## src/design/tsr_pkg.sv

```systemverilog
// shared types and constants for the triangle span rasterizer
package tsr_pkg;

    typedef enum logic [2:0] {
        ST_IDLE,
        ST_DIV,
        ST_SETUP,
        ST_READY,
        ST_ADV0,
        ST_CHASE
    } t_state;

    typedef enum logic [1:0] {
        PH_IDLE  = 2'd0,
        PH_LAST  = 2'd1,
        PH_UPPER = 2'd2
    } t_phase;

    typedef enum logic [1:0] {
        SRC_TOP    = 2'd0,
        SRC_FLAT   = 2'd1,
        SRC_BOTTOM = 2'd2
    } t_setup_src;

    typedef struct packed {
        logic       load;
        logic       div_start;
        logic       setup;
        t_setup_src src;
        logic       adv0;
        logic       adv1;
        logic       count;
    } t_cmd;

    typedef struct packed {
        logic div_busy;
        logic needs_split;
        logic flat_bottom;
        logic half_done;
        logic caught_up;
        logic chase_limit;
    } t_status;

endpackage

```

## src/design/tsr_ctrl.sv

```systemverilog
// control state machine of the triangle span rasterizer
module tsr_ctrl (
    input  logic             i_clk,
    input  logic             i_rst_n,
    input  logic             i_start,
    input  logic             i_action,
    input  tsr_pkg::t_status i_status,
    output tsr_pkg::t_cmd    o_cmd,
    output logic             o_busy,
    output logic             o_strobe,
    output logic             o_final
);
    import tsr_pkg::*;

    t_state r_state, n_state;
    t_phase r_phase, n_phase;
    logic   acc_load, acc_step;

    assign acc_load = (r_state == ST_IDLE || r_state == ST_READY) && i_start && !i_action;
    assign acc_step = (r_state == ST_IDLE || r_state == ST_READY) && i_start && i_action;

    always_ff @(posedge i_clk) begin
        if (!i_rst_n) begin
            r_state <= ST_IDLE;
            r_phase <= PH_IDLE;
        end else begin
            r_state <= n_state;
            r_phase <= n_phase;
        end
    end

    always_comb begin
        n_state = r_state;
        n_phase = r_phase;
        case (r_state)
            ST_IDLE, ST_READY: begin
                if (acc_load) begin
                    n_state = ST_DIV;
                    n_phase = PH_IDLE;
                end else if (acc_step && r_phase != PH_IDLE) begin
                    if (i_status.half_done) begin
                        if (r_phase == PH_UPPER) begin
                            n_phase = PH_LAST;
                            n_state = ST_SETUP;
                        end else begin
                            n_phase = PH_IDLE;
                        end
                    end else begin
                        n_state = ST_ADV0;
                    end
                end
            end
            ST_DIV: begin
                if (!i_status.div_busy) begin
                    n_state = ST_SETUP;
                    n_phase = i_status.needs_split ? PH_UPPER : PH_LAST;
                end
            end
            ST_SETUP: n_state = ST_READY;
            ST_ADV0:  n_state = ST_CHASE;
            ST_CHASE: begin
                if (i_status.caught_up || i_status.chase_limit) begin
                    n_state = ST_READY;
                end
            end
            default: n_state = ST_IDLE;
        endcase
    end

    always_comb begin
        o_cmd = '0;
        o_cmd.src = SRC_TOP;
        o_strobe = 1'b0;
        o_final = 1'b0;
        o_busy = !(r_state == ST_IDLE || r_state == ST_READY);
        case (r_state)
            ST_IDLE, ST_READY: begin
                o_cmd.load = acc_load;
                o_cmd.div_start = acc_load;
                if (acc_step && r_phase != PH_IDLE) begin
                    o_strobe = 1'b1;
                    o_final = i_status.half_done && r_phase == PH_LAST;
                end
            end
            ST_SETUP: begin
                o_cmd.setup = 1'b1;
                if (r_phase == PH_LAST && !i_status.needs_split) begin
                    o_cmd.src = i_status.flat_bottom ? SRC_TOP : SRC_FLAT;
                end else if (r_phase == PH_LAST) begin
                    o_cmd.src = SRC_BOTTOM;
                end else begin
                    o_cmd.src = SRC_TOP;
                end
            end
            ST_ADV0: begin
                o_cmd.adv0 = 1'b1;
                o_cmd.count = 1'b1;
            end
            ST_CHASE: begin
                o_cmd.adv1 = !(i_status.caught_up || i_status.chase_limit);
            end
            default: ;
        endcase
    end

endmodule

```

## src/design/tsr_div.sv

```systemverilog
// restoring signed divider for the split point, one quotient bit per cycle
module tsr_div #(
    parameter int NUM_BITS = 26,
    parameter int DEN_BITS = 13
) (
    input  logic                       i_clk,
    input  logic                       i_rst_n,
    input  logic                       i_start,
    input  logic signed [NUM_BITS-1:0] i_num,
    input  logic signed [DEN_BITS-1:0] i_den,
    output logic                       o_busy,
    output logic signed [NUM_BITS-1:0] o_quot
);
    localparam int CNT_BITS = $clog2(NUM_BITS + 1);

    logic [NUM_BITS-1:0] r_q;
    logic [DEN_BITS:0]   r_rem;
    logic [DEN_BITS-1:0] r_den;
    logic                r_neg;
    logic [CNT_BITS-1:0] r_cnt;
    logic [DEN_BITS:0]   trial;
    logic [DEN_BITS:0]   shifted;

    assign shifted = {r_rem[DEN_BITS-1:0], r_q[NUM_BITS-1]};
    assign trial   = shifted - {1'b0, r_den};

    always_ff @(posedge i_clk) begin
        if (!i_rst_n) begin
            r_cnt <= '0;
        end else if (i_start) begin
            r_cnt <= CNT_BITS'(NUM_BITS);
        end else if (r_cnt != '0) begin
            r_cnt <= r_cnt - 1'b1;
        end
    end

    always_ff @(posedge i_clk) begin
        if (i_start) begin
            r_q   <= i_num[NUM_BITS-1] ? -i_num : i_num;
            r_den <= i_den[DEN_BITS-1] ? -i_den : i_den;
            r_neg <= i_num[NUM_BITS-1] ^ i_den[DEN_BITS-1];
            r_rem <= '0;
        end else if (r_cnt != '0) begin
            if (!trial[DEN_BITS]) begin
                r_rem <= trial;
                r_q   <= {r_q[NUM_BITS-2:0], 1'b1};
            end else begin
                r_rem <= shifted;
                r_q   <= {r_q[NUM_BITS-2:0], 1'b0};
            end
        end
    end

    assign o_busy = i_start || (r_cnt != '0);
    assign o_quot = r_neg ? -r_q : r_q;

endmodule

```

## src/design/tsr_dp.sv

```systemverilog
// datapath: vertex sort, split product, edge walkers
module tsr_dp #(
    parameter int CB = 12
) (
    input  logic                 i_clk,
    input  logic                 i_rst_n,
    input  tsr_pkg::t_cmd        i_cmd,
    input  logic signed [CB-1:0] i_x_a,
    input  logic signed [CB-1:0] i_y_a,
    input  logic signed [CB-1:0] i_x_b,
    input  logic signed [CB-1:0] i_y_b,
    input  logic signed [CB-1:0] i_x_c,
    input  logic signed [CB-1:0] i_y_c,
    output tsr_pkg::t_status     o_status,
    output logic signed [CB-1:0] o_x0,
    output logic signed [CB-1:0] o_x1,
    output logic signed [CB-1:0] o_y0
);
    import tsr_pkg::*;

    localparam int DB = CB + 1;
    localparam int EB = CB + 4;
    localparam int NB = 2 * DB;
    localparam int GB = CB + 4;

    logic signed [CB-1:0] r_xa, r_ya, r_xb, r_yb, r_xc, r_yc;
    logic signed [CB-1:0] r_px [2];
    logic signed [CB-1:0] r_py [2];
    logic signed [EB-1:0] r_err [2];
    logic [DB-1:0]        r_maj [2];
    logic [DB-1:0]        r_min [2];
    logic signed [1:0]    r_sx [2];
    logic signed [1:0]    r_sy [2];
    logic                 r_swp [2];
    logic [DB-1:0]        r_cnt;
    logic [GB-1:0]        r_guard;
    logic signed [NB-1:0] r_prod;
    logic signed [DB-1:0] r_dy;
    logic                 r_div_go;

    logic signed [CB-1:0] s0x, s0y, s1x, s1y, s2x, s2y;
    logic signed [CB-1:0] t0x, t0y, t1x, t1y, t2x, t2y;
    logic signed [NB-1:0] quot;
    logic signed [CB-1:0] split_x;
    logic signed [CB-1:0] ax, ay, bx, by, cx, cy;
    logic                 div_busy;

    // stable three-compare sort
    always_comb begin
        s0x = i_x_a; s0y = i_y_a; s1x = i_x_b; s1y = i_y_b;
        if (i_y_a > i_y_b) begin
            s0x = i_x_b; s0y = i_y_b; s1x = i_x_a; s1y = i_y_a;
        end
        t0x = s0x; t0y = s0y; t1x = s1x; t1y = s1y; t2x = i_x_c; t2y = i_y_c;
        if (s1y > i_y_c) begin
            t1x = i_x_c; t1y = i_y_c; t2x = s1x; t2y = s1y;
            if (s0y > i_y_c) begin
                t0x = i_x_c; t0y = i_y_c; t1x = s0x; t1y = s0y;
            end
        end
        s2x = t2x; s2y = t2y;
    end

    always_ff @(posedge i_clk) begin
        if (i_cmd.load) begin
            r_xa <= t0x; r_ya <= t0y;
            r_xb <= t1x; r_yb <= t1y;
            r_xc <= s2x; r_yc <= s2y;
        end
    end

    // product stage, then divider start
    always_ff @(posedge i_clk) begin
        r_prod <= (NB'(signed'(r_yb)) - NB'(signed'(r_ya)))
                * (NB'(signed'(r_xc)) - NB'(signed'(r_xa)));
        r_dy   <= DB'(signed'(r_yc)) - DB'(signed'(r_ya));
    end

    always_ff @(posedge i_clk) begin
        if (!i_rst_n) begin
            r_div_go <= 1'b0;
        end else begin
            r_div_go <= i_cmd.load;
        end
    end

    logic r_div_wait;
    always_ff @(posedge i_clk) begin
        if (!i_rst_n) begin
            r_div_wait <= 1'b0;
        end else begin
            r_div_wait <= i_cmd.div_start || (r_div_wait && !r_div_go);
        end
    end

    logic r_div_go_q;
    always_ff @(posedge i_clk) begin
        if (!i_rst_n) begin
            r_div_go_q <= 1'b0;
        end else begin
            r_div_go_q <= r_div_go;
        end
    end

    tsr_div #(.NUM_BITS(NB), .DEN_BITS(DB)) u_div (
        .i_clk   (i_clk),
        .i_rst_n (i_rst_n),
        .i_start (r_div_go_q),
        .i_num   (r_prod),
        .i_den   (r_dy),
        .o_busy  (div_busy),
        .o_quot  (quot)
    );

    assign split_x = r_xa + CB'(quot);

    always_comb begin
        case (i_cmd.src)
            SRC_FLAT: begin
                ax = r_xc; ay = r_yc; bx = r_xa; by = r_ya; cx = r_xb; cy = r_yb;
            end
            SRC_BOTTOM: begin
                ax = r_xc; ay = r_yc; bx = r_xb; by = r_yb; cx = split_x; cy = r_yb;
            end
            default: begin
                ax = r_xa; ay = r_ya; bx = r_xb; by = r_yb;
                cx = (r_yb == r_yc) ? r_xc : split_x;
                cy = r_yb;
            end
        endcase
    end

    function automatic logic [DB-1:0] fabs(input logic signed [DB-1:0] v);
        fabs = v[DB-1] ? DB'(-v) : DB'(v);
    endfunction

    function automatic logic signed [1:0] fsgn(input logic signed [DB-1:0] v);
        fsgn = (v == '0) ? 2'sd0 : (v[DB-1] ? -2'sd1 : 2'sd1);
    endfunction

    logic signed [DB-1:0] ddx [2];
    logic signed [DB-1:0] ddy [2];
    logic [DB-1:0]        amx [2];
    logic [DB-1:0]        amy [2];

    always_comb begin
        ddx[0] = DB'(bx) - DB'(ax);
        ddy[0] = DB'(by) - DB'(ay);
        ddx[1] = DB'(cx) - DB'(ax);
        ddy[1] = DB'(cy) - DB'(ay);
        for (int k = 0; k < 2; k++) begin
            amx[k] = fabs(ddx[k]);
            amy[k] = fabs(ddy[k]);
        end
    end

    logic signed [CB-1:0] nx [2];
    logic signed [CB-1:0] ny [2];
    logic signed [EB-1:0] ne [2];
    logic                 adv [2];

    assign adv[0] = i_cmd.adv0;
    assign adv[1] = i_cmd.adv1;

    always_comb begin
        for (int k = 0; k < 2; k++) begin
            nx[k] = r_px[k];
            ny[k] = r_py[k];
            ne[k] = r_err[k];
            if (!r_err[k][EB-1] && r_maj[k] != '0) begin
                if (r_swp[k]) nx[k] = nx[k] + CB'(r_sx[k]);
                else          ny[k] = ny[k] + CB'(r_sy[k]);
                ne[k] = ne[k] - EB'({r_maj[k], 1'b0});
            end
            if (r_swp[k]) ny[k] = ny[k] + CB'(r_sy[k]);
            else          nx[k] = nx[k] + CB'(r_sx[k]);
            ne[k] = ne[k] + EB'({r_min[k], 1'b0});
        end
    end

    always_ff @(posedge i_clk) begin
        for (int k = 0; k < 2; k++) begin
            if (i_cmd.setup) begin
                r_px[k] <= ax;
                r_py[k] <= ay;
                r_sx[k] <= fsgn(ddx[k]);
                r_sy[k] <= fsgn(ddy[k]);
                r_swp[k] <= amy[k] > amx[k];
                if (amy[k] > amx[k]) begin
                    r_maj[k] <= amy[k];
                    r_min[k] <= amx[k];
                    r_err[k] <= EB'({amx[k], 1'b0}) - EB'(amy[k]);
                end else begin
                    r_maj[k] <= amx[k];
                    r_min[k] <= amy[k];
                    r_err[k] <= EB'({amy[k], 1'b0}) - EB'(amx[k]);
                end
            end else if (adv[k]) begin
                r_px[k] <= nx[k];
                r_py[k] <= ny[k];
                r_err[k] <= ne[k];
            end
        end
    end

    always_ff @(posedge i_clk) begin
        if (!i_rst_n) begin
            r_cnt <= '0;
        end else if (i_cmd.setup) begin
            r_cnt <= '0;
        end else if (i_cmd.count) begin
            r_cnt <= r_cnt + 1'b1;
        end
    end

    always_ff @(posedge i_clk) begin
        if (!i_rst_n || i_cmd.adv0) begin
            r_guard <= '0;
        end else if (i_cmd.adv1) begin
            r_guard <= r_guard + 1'b1;
        end
    end

    assign o_status.div_busy    = div_busy || r_div_wait;
    assign o_status.needs_split = (r_yb != r_yc) && (r_ya != r_yb);
    assign o_status.flat_bottom = (r_yb == r_yc);
    assign o_status.half_done   = r_cnt >= r_maj[0];
    assign o_status.caught_up   = r_py[1] == r_py[0];
    assign o_status.chase_limit = r_guard[GB-1];

    assign o_x0 = r_px[0];
    assign o_x1 = r_px[1];
    assign o_y0 = r_py[0];

endmodule

```

## src/design/triangle_span_rasterizer.sv

```systemverilog
// triangle span rasterizer top level
// a load item's length is set by the serial split divider
// a step item gives its span in the accept cycle; unless its half is done, the
// ADV0 and CHASE states follow, busy high, till the chasing walker catches
// up or hits its guard; a half change runs SETUP; no result can be stalled
// synchronous active-low reset returns to idle with no triangle loaded
module triangle_span_rasterizer #(
    parameter int COORD_BITS = 12
) (
    input  logic                         i_clk,
    input  logic                         i_rst_n,
    input  logic                         start,
    output logic                         busy,
    input  logic                         i_action,
    input  logic signed [COORD_BITS-1:0] i_x_a,
    input  logic signed [COORD_BITS-1:0] i_y_a,
    input  logic signed [COORD_BITS-1:0] i_x_b,
    input  logic signed [COORD_BITS-1:0] i_y_b,
    input  logic signed [COORD_BITS-1:0] i_x_c,
    input  logic signed [COORD_BITS-1:0] i_y_c,
    output logic                         o_strobe,
    output logic signed [COORD_BITS-1:0] o_span_x_first,
    output logic signed [COORD_BITS-1:0] o_span_x_second,
    output logic signed [COORD_BITS-1:0] o_span_row,
    output logic                         o_final_span
);
    import tsr_pkg::*;

    t_cmd    cmd;
    t_status status;

    tsr_ctrl u_ctrl (
        .i_clk    (i_clk),
        .i_rst_n  (i_rst_n),
        .i_start  (start),
        .i_action (i_action),
        .i_status (status),
        .o_cmd    (cmd),
        .o_busy   (busy),
        .o_strobe (o_strobe),
        .o_final  (o_final_span)
    );

    tsr_dp #(.CB(COORD_BITS)) u_dp (
        .i_clk    (i_clk),
        .i_rst_n  (i_rst_n),
        .i_cmd    (cmd),
        .i_x_a    (i_x_a),
        .i_y_a    (i_y_a),
        .i_x_b    (i_x_b),
        .i_y_b    (i_y_b),
        .i_x_c    (i_x_c),
        .i_y_c    (i_y_c),
        .o_status (status),
        .o_x0     (o_span_x_first),
        .o_x1     (o_span_x_second),
        .o_y0     (o_span_row)
    );

    a_strobe_needs_start: assert property (@(posedge i_clk) disable iff (!i_rst_n)
        o_strobe |-> (start && !busy && i_action))
        else $error("span without step item");

    a_final_needs_strobe: assert property (@(posedge i_clk) disable iff (!i_rst_n)
        o_final_span |-> o_strobe)
        else $error("final flag without span");

    a_step_busy: assert property (@(posedge i_clk) disable iff (!i_rst_n)
        (o_strobe && !o_final_span && !status.half_done) |=> busy)
        else $error("walker advance not started");

endmodule
```

## config.mk

```make
export PLATFORM = sky130hd
export DESIGN_NAME = triangle_span_rasterizer
export DESIGN_NICKNAME = d
export VERILOG_FILES = /design/src/design/tsr_pkg.sv /design/src/design/tsr_ctrl.sv /design/src/design/tsr_div.sv /design/src/design/tsr_dp.sv /design/src/design/triangle_span_rasterizer.sv
export SDC_FILE = /design/constraint.sdc
export NUM_CORES = 2
export LEC_CHECK = 0
export CORE_MARGIN = 10
export CORE_UTILIZATION = 45
export DETAILED_ROUTE_END_ITERATION = 6
export DONT_BUFFER_PORTS = 1
export PLACE_DENSITY = 0.68
export SYNTH_ARGS = -nofsm -noshare
export SYNTH_HDL_FRONTEND = slang
export SYNTH_SLANG_ARGS = --single-unit
```

## constraint.sdc

```tcl
create_clock -name i_clk -period 11.7 [get_ports i_clk]
set_input_delay 1.17 -clock i_clk [delete_from_list [all_inputs] [get_ports i_clk]]
set_output_delay 1.17 -clock i_clk [all_outputs]
set_load 0.02 [all_outputs]
```

==> impl_metrics.toml <==
[placed_design]
port_buffers = 0
gp_congestion = 0.9710
dp_hpwl_um = 87430

[sta]
setup-tns-final_ps = 0
rsz0062_at_grt = "false"
slew_headroom_pct = 15.56
fmax_mhz = 100.1
tightest_slew_ps = 1262
fin_worst_skew_ps = 48.44
slew_violations = 0
timing.final.crit_share_pct = 85.41
fin_crit_ps = 9993
setup-violations-final = 0
hold_viol_final = 0

[floorplan]
core_um2 = 86480
die_y_um = 314.9
row_count = 108
io_pins = 115
die_area_um2 = 99170
start_util_pct = 45.26
die_width_um = 314.9

[setup_path]
cp_slowest_cell = "mux2i_1"
worst_setup_path_start_kind = "flop"
cp.buffers_inverters = 2
critPathMaxStageDelay_ps = 900
cp.required_ps = 11990
criticalPathCategory = "flop to flop"
cp.arrival_ps = 10280
critPathTopFamily = "compound AO/OA/AOI/OAI gates"
crit_path_end_kind = "flop"
cp_max_fo = 39

[layout]
nets = 5085
antennaDiodeCount = 0
drive_gt1_share_pct = 6.147
area_growth_pct = 7.238

[cts]
clk_pin_slew_ps = 60
clk_latency_ps = 610
postCtsSetupRepairBufs = 0
htree_levels = 2
cts_resized = 0
cts_sinks = 346
cts_hold_buf = 0
cts_made_buffers = 43
cts_buffer_depth = 3
cts_root_buf = "clkbuf_16"
cts_tree = "yes"

[routing]
wl_um = 109000
vias_per_cell = 5.730
antenna_left = 0
drt_iter0_drc = 2544
wire_per_inst_um = 19.60
vias = 31880
firstDrtPassIters = 6
drc = 0

[global_route]
grt_pass1_wl_um = 172000
grt_pass1_vias = 30890
antenna_found_initial = 0
track_usage_pct = 21.58
overflow = 0
grt_max_degree = 78

[synthesis]
syn_avg_cell_area_um2 = 8.867
synth_seq_cells = 346
ys_async_sr_fraction_pct = 0
yosys_warnings = 0
ys_types = 90
synth_largest_area_cell = "edfxtp_1"
postSynthNetCount = 5125
synth_top_area_share_pct = 19.33
synth_flop_cell = "edfxtp_1"
synth.area.top_cells = "edfxtp_1, ha_1, fa_1, xnor2_1, inv_1"
synth_seq_area_share_pct = 24.14
syn_area_um2 = 39140
syn_inst = 4414
synth_edf_count = 252

[run_status]
status = "complete, no violations"

[worst_hold_path]
holdCritPathClass = "flop to flop"

[flow_run]
drv_cap = 0
-- flip-flops by register name, indices dropped and copies added, names as in the netlist, 13 cells and up --
signal / flops
u_dp.r_prod: 26
u_dp.r_min: 26
u_dp.u_div.r_q: 26
u_dp.r_dy: 13
u_dp.r_px: 24
u_dp.u_div.r_den: 13
u_dp.r_guard: 16
u_dp.u_div.r_rem: 13
u_dp.r_maj: 26
u_dp.r_cnt: 13
u_dp.r_err: 30
u_dp.r_py: 24
-- kinds of logic after synthesis --
logic type,after synthesis,synth area share [%]
fa+ha+maj,639,23.99
flops,346,24.14
buf+inv,670,6.448
compound gates,1026,17.02
xor+xnor,391,8.817
simple gates,1117,13.51
mux,225,6.077
-- final cells by class --
cell class / count / area, µm²
clock buffers: 54 / 1179
clock inverters: 26 / 297.8
fillers: 8154 / 44510
inverters: 539 / 2023
multi-input cells: 3398 / 27230
flip-flops and latches: 346 / 9450
well taps: 1155 / 1445
repair buffers: 46 / 345.3
-- through the flow --
step	hold slack, ps	util, %	worst slack (ps)	area, µm²	cells
finish	460.4	48.53	1708	41970	5564
global route	491.8	48.53	1009	41970	5564
CTS	461.8	48.53	1877	41970	5564
detailed placement	456.3	46.83	1931	40500	5484
global placement	448.0	46.83	2102	40500	5484
floorplan	430.2	-	3584	39140	4414
-- final timing paths --
path	from	endpoint	slack, ps	cells past startpoint
worst max register to register	u_dp.cy[2]	u_dp.r_err[1][10]	1710	29
worst min-delay path	u_dp.r_div_go	u_dp.r_div_go_q	460	1
worst min register to register	u_dp.r_div_go	u_dp.r_div_go_q	460	1
worst max-delay path	u_dp.cy[2]	u_dp.r_err[1][10]	1710	29
-- cells in the final DEF, fill, tap and decap left out, types with 41 or more instances in the layout --
master	Yosys	layout
nor2_1	354	352
a21oi_1	301	301
a211oi_1	47	47
xor2_1	149	149
buf_4	0	46
edfxtp_1	252	252
nor2b_1	68	67
mux2i_1	127	127
nor3_1	75	75
o21ai_0	206	206
fa_1	187	187
nand2_1	323	322
xnor2_1	240	240
o21a_1	58	58
clkbuf_16	0	44
nand2b_1	53	53
dfxtp_1	94	93
a221oi_1	41	41
o21bai_1	75	75
a21o_1	65	65
mux2_2	97	97
ha_1	448	447
nand3_1	41	41
inv_1	535	534
-- layer usage --
layer	up-vias	global-route usage (%)	share of wire [%]
met3	160	3.392	6.7
met5	-	0	0
met4	0	6.260	2.8
met2	934	34.84	45
li1	15420	-	-
met1	15370	29.52	45
-- Yosys cell counts, drive strengths merged (26+ instances only) --
| cell type | number |
|---|---|
| a211oi | 47 |
| a21boi | 27 |
| a21o | 65 |
| a21oi | 301 |
| a221oi | 42 |
| a31oi | 31 |
| clkbuf | 114 |
| dfxtp | 94 |
| edfxtp | 252 |
| fa | 187 |
| ha | 448 |
| inv | 537 |
| mux2 | 98 |
| mux2i | 127 |
| nand2 | 324 |
| nand2b | 53 |
| nand3 | 41 |
| nand4 | 32 |
| nor2 | 355 |
| nor2b | 68 |
| nor3 | 76 |
| nor4 | 32 |
| o21a | 58 |
| o21ai | 209 |
| o21bai | 75 |
| o31ai | 26 |
| or3 | 29 |
| xnor2 | 241 |
| xor2 | 150 |
Power is not shown: default switching activity piles up to over one toggle a cycle in this logic, so the estimate is an artifact.
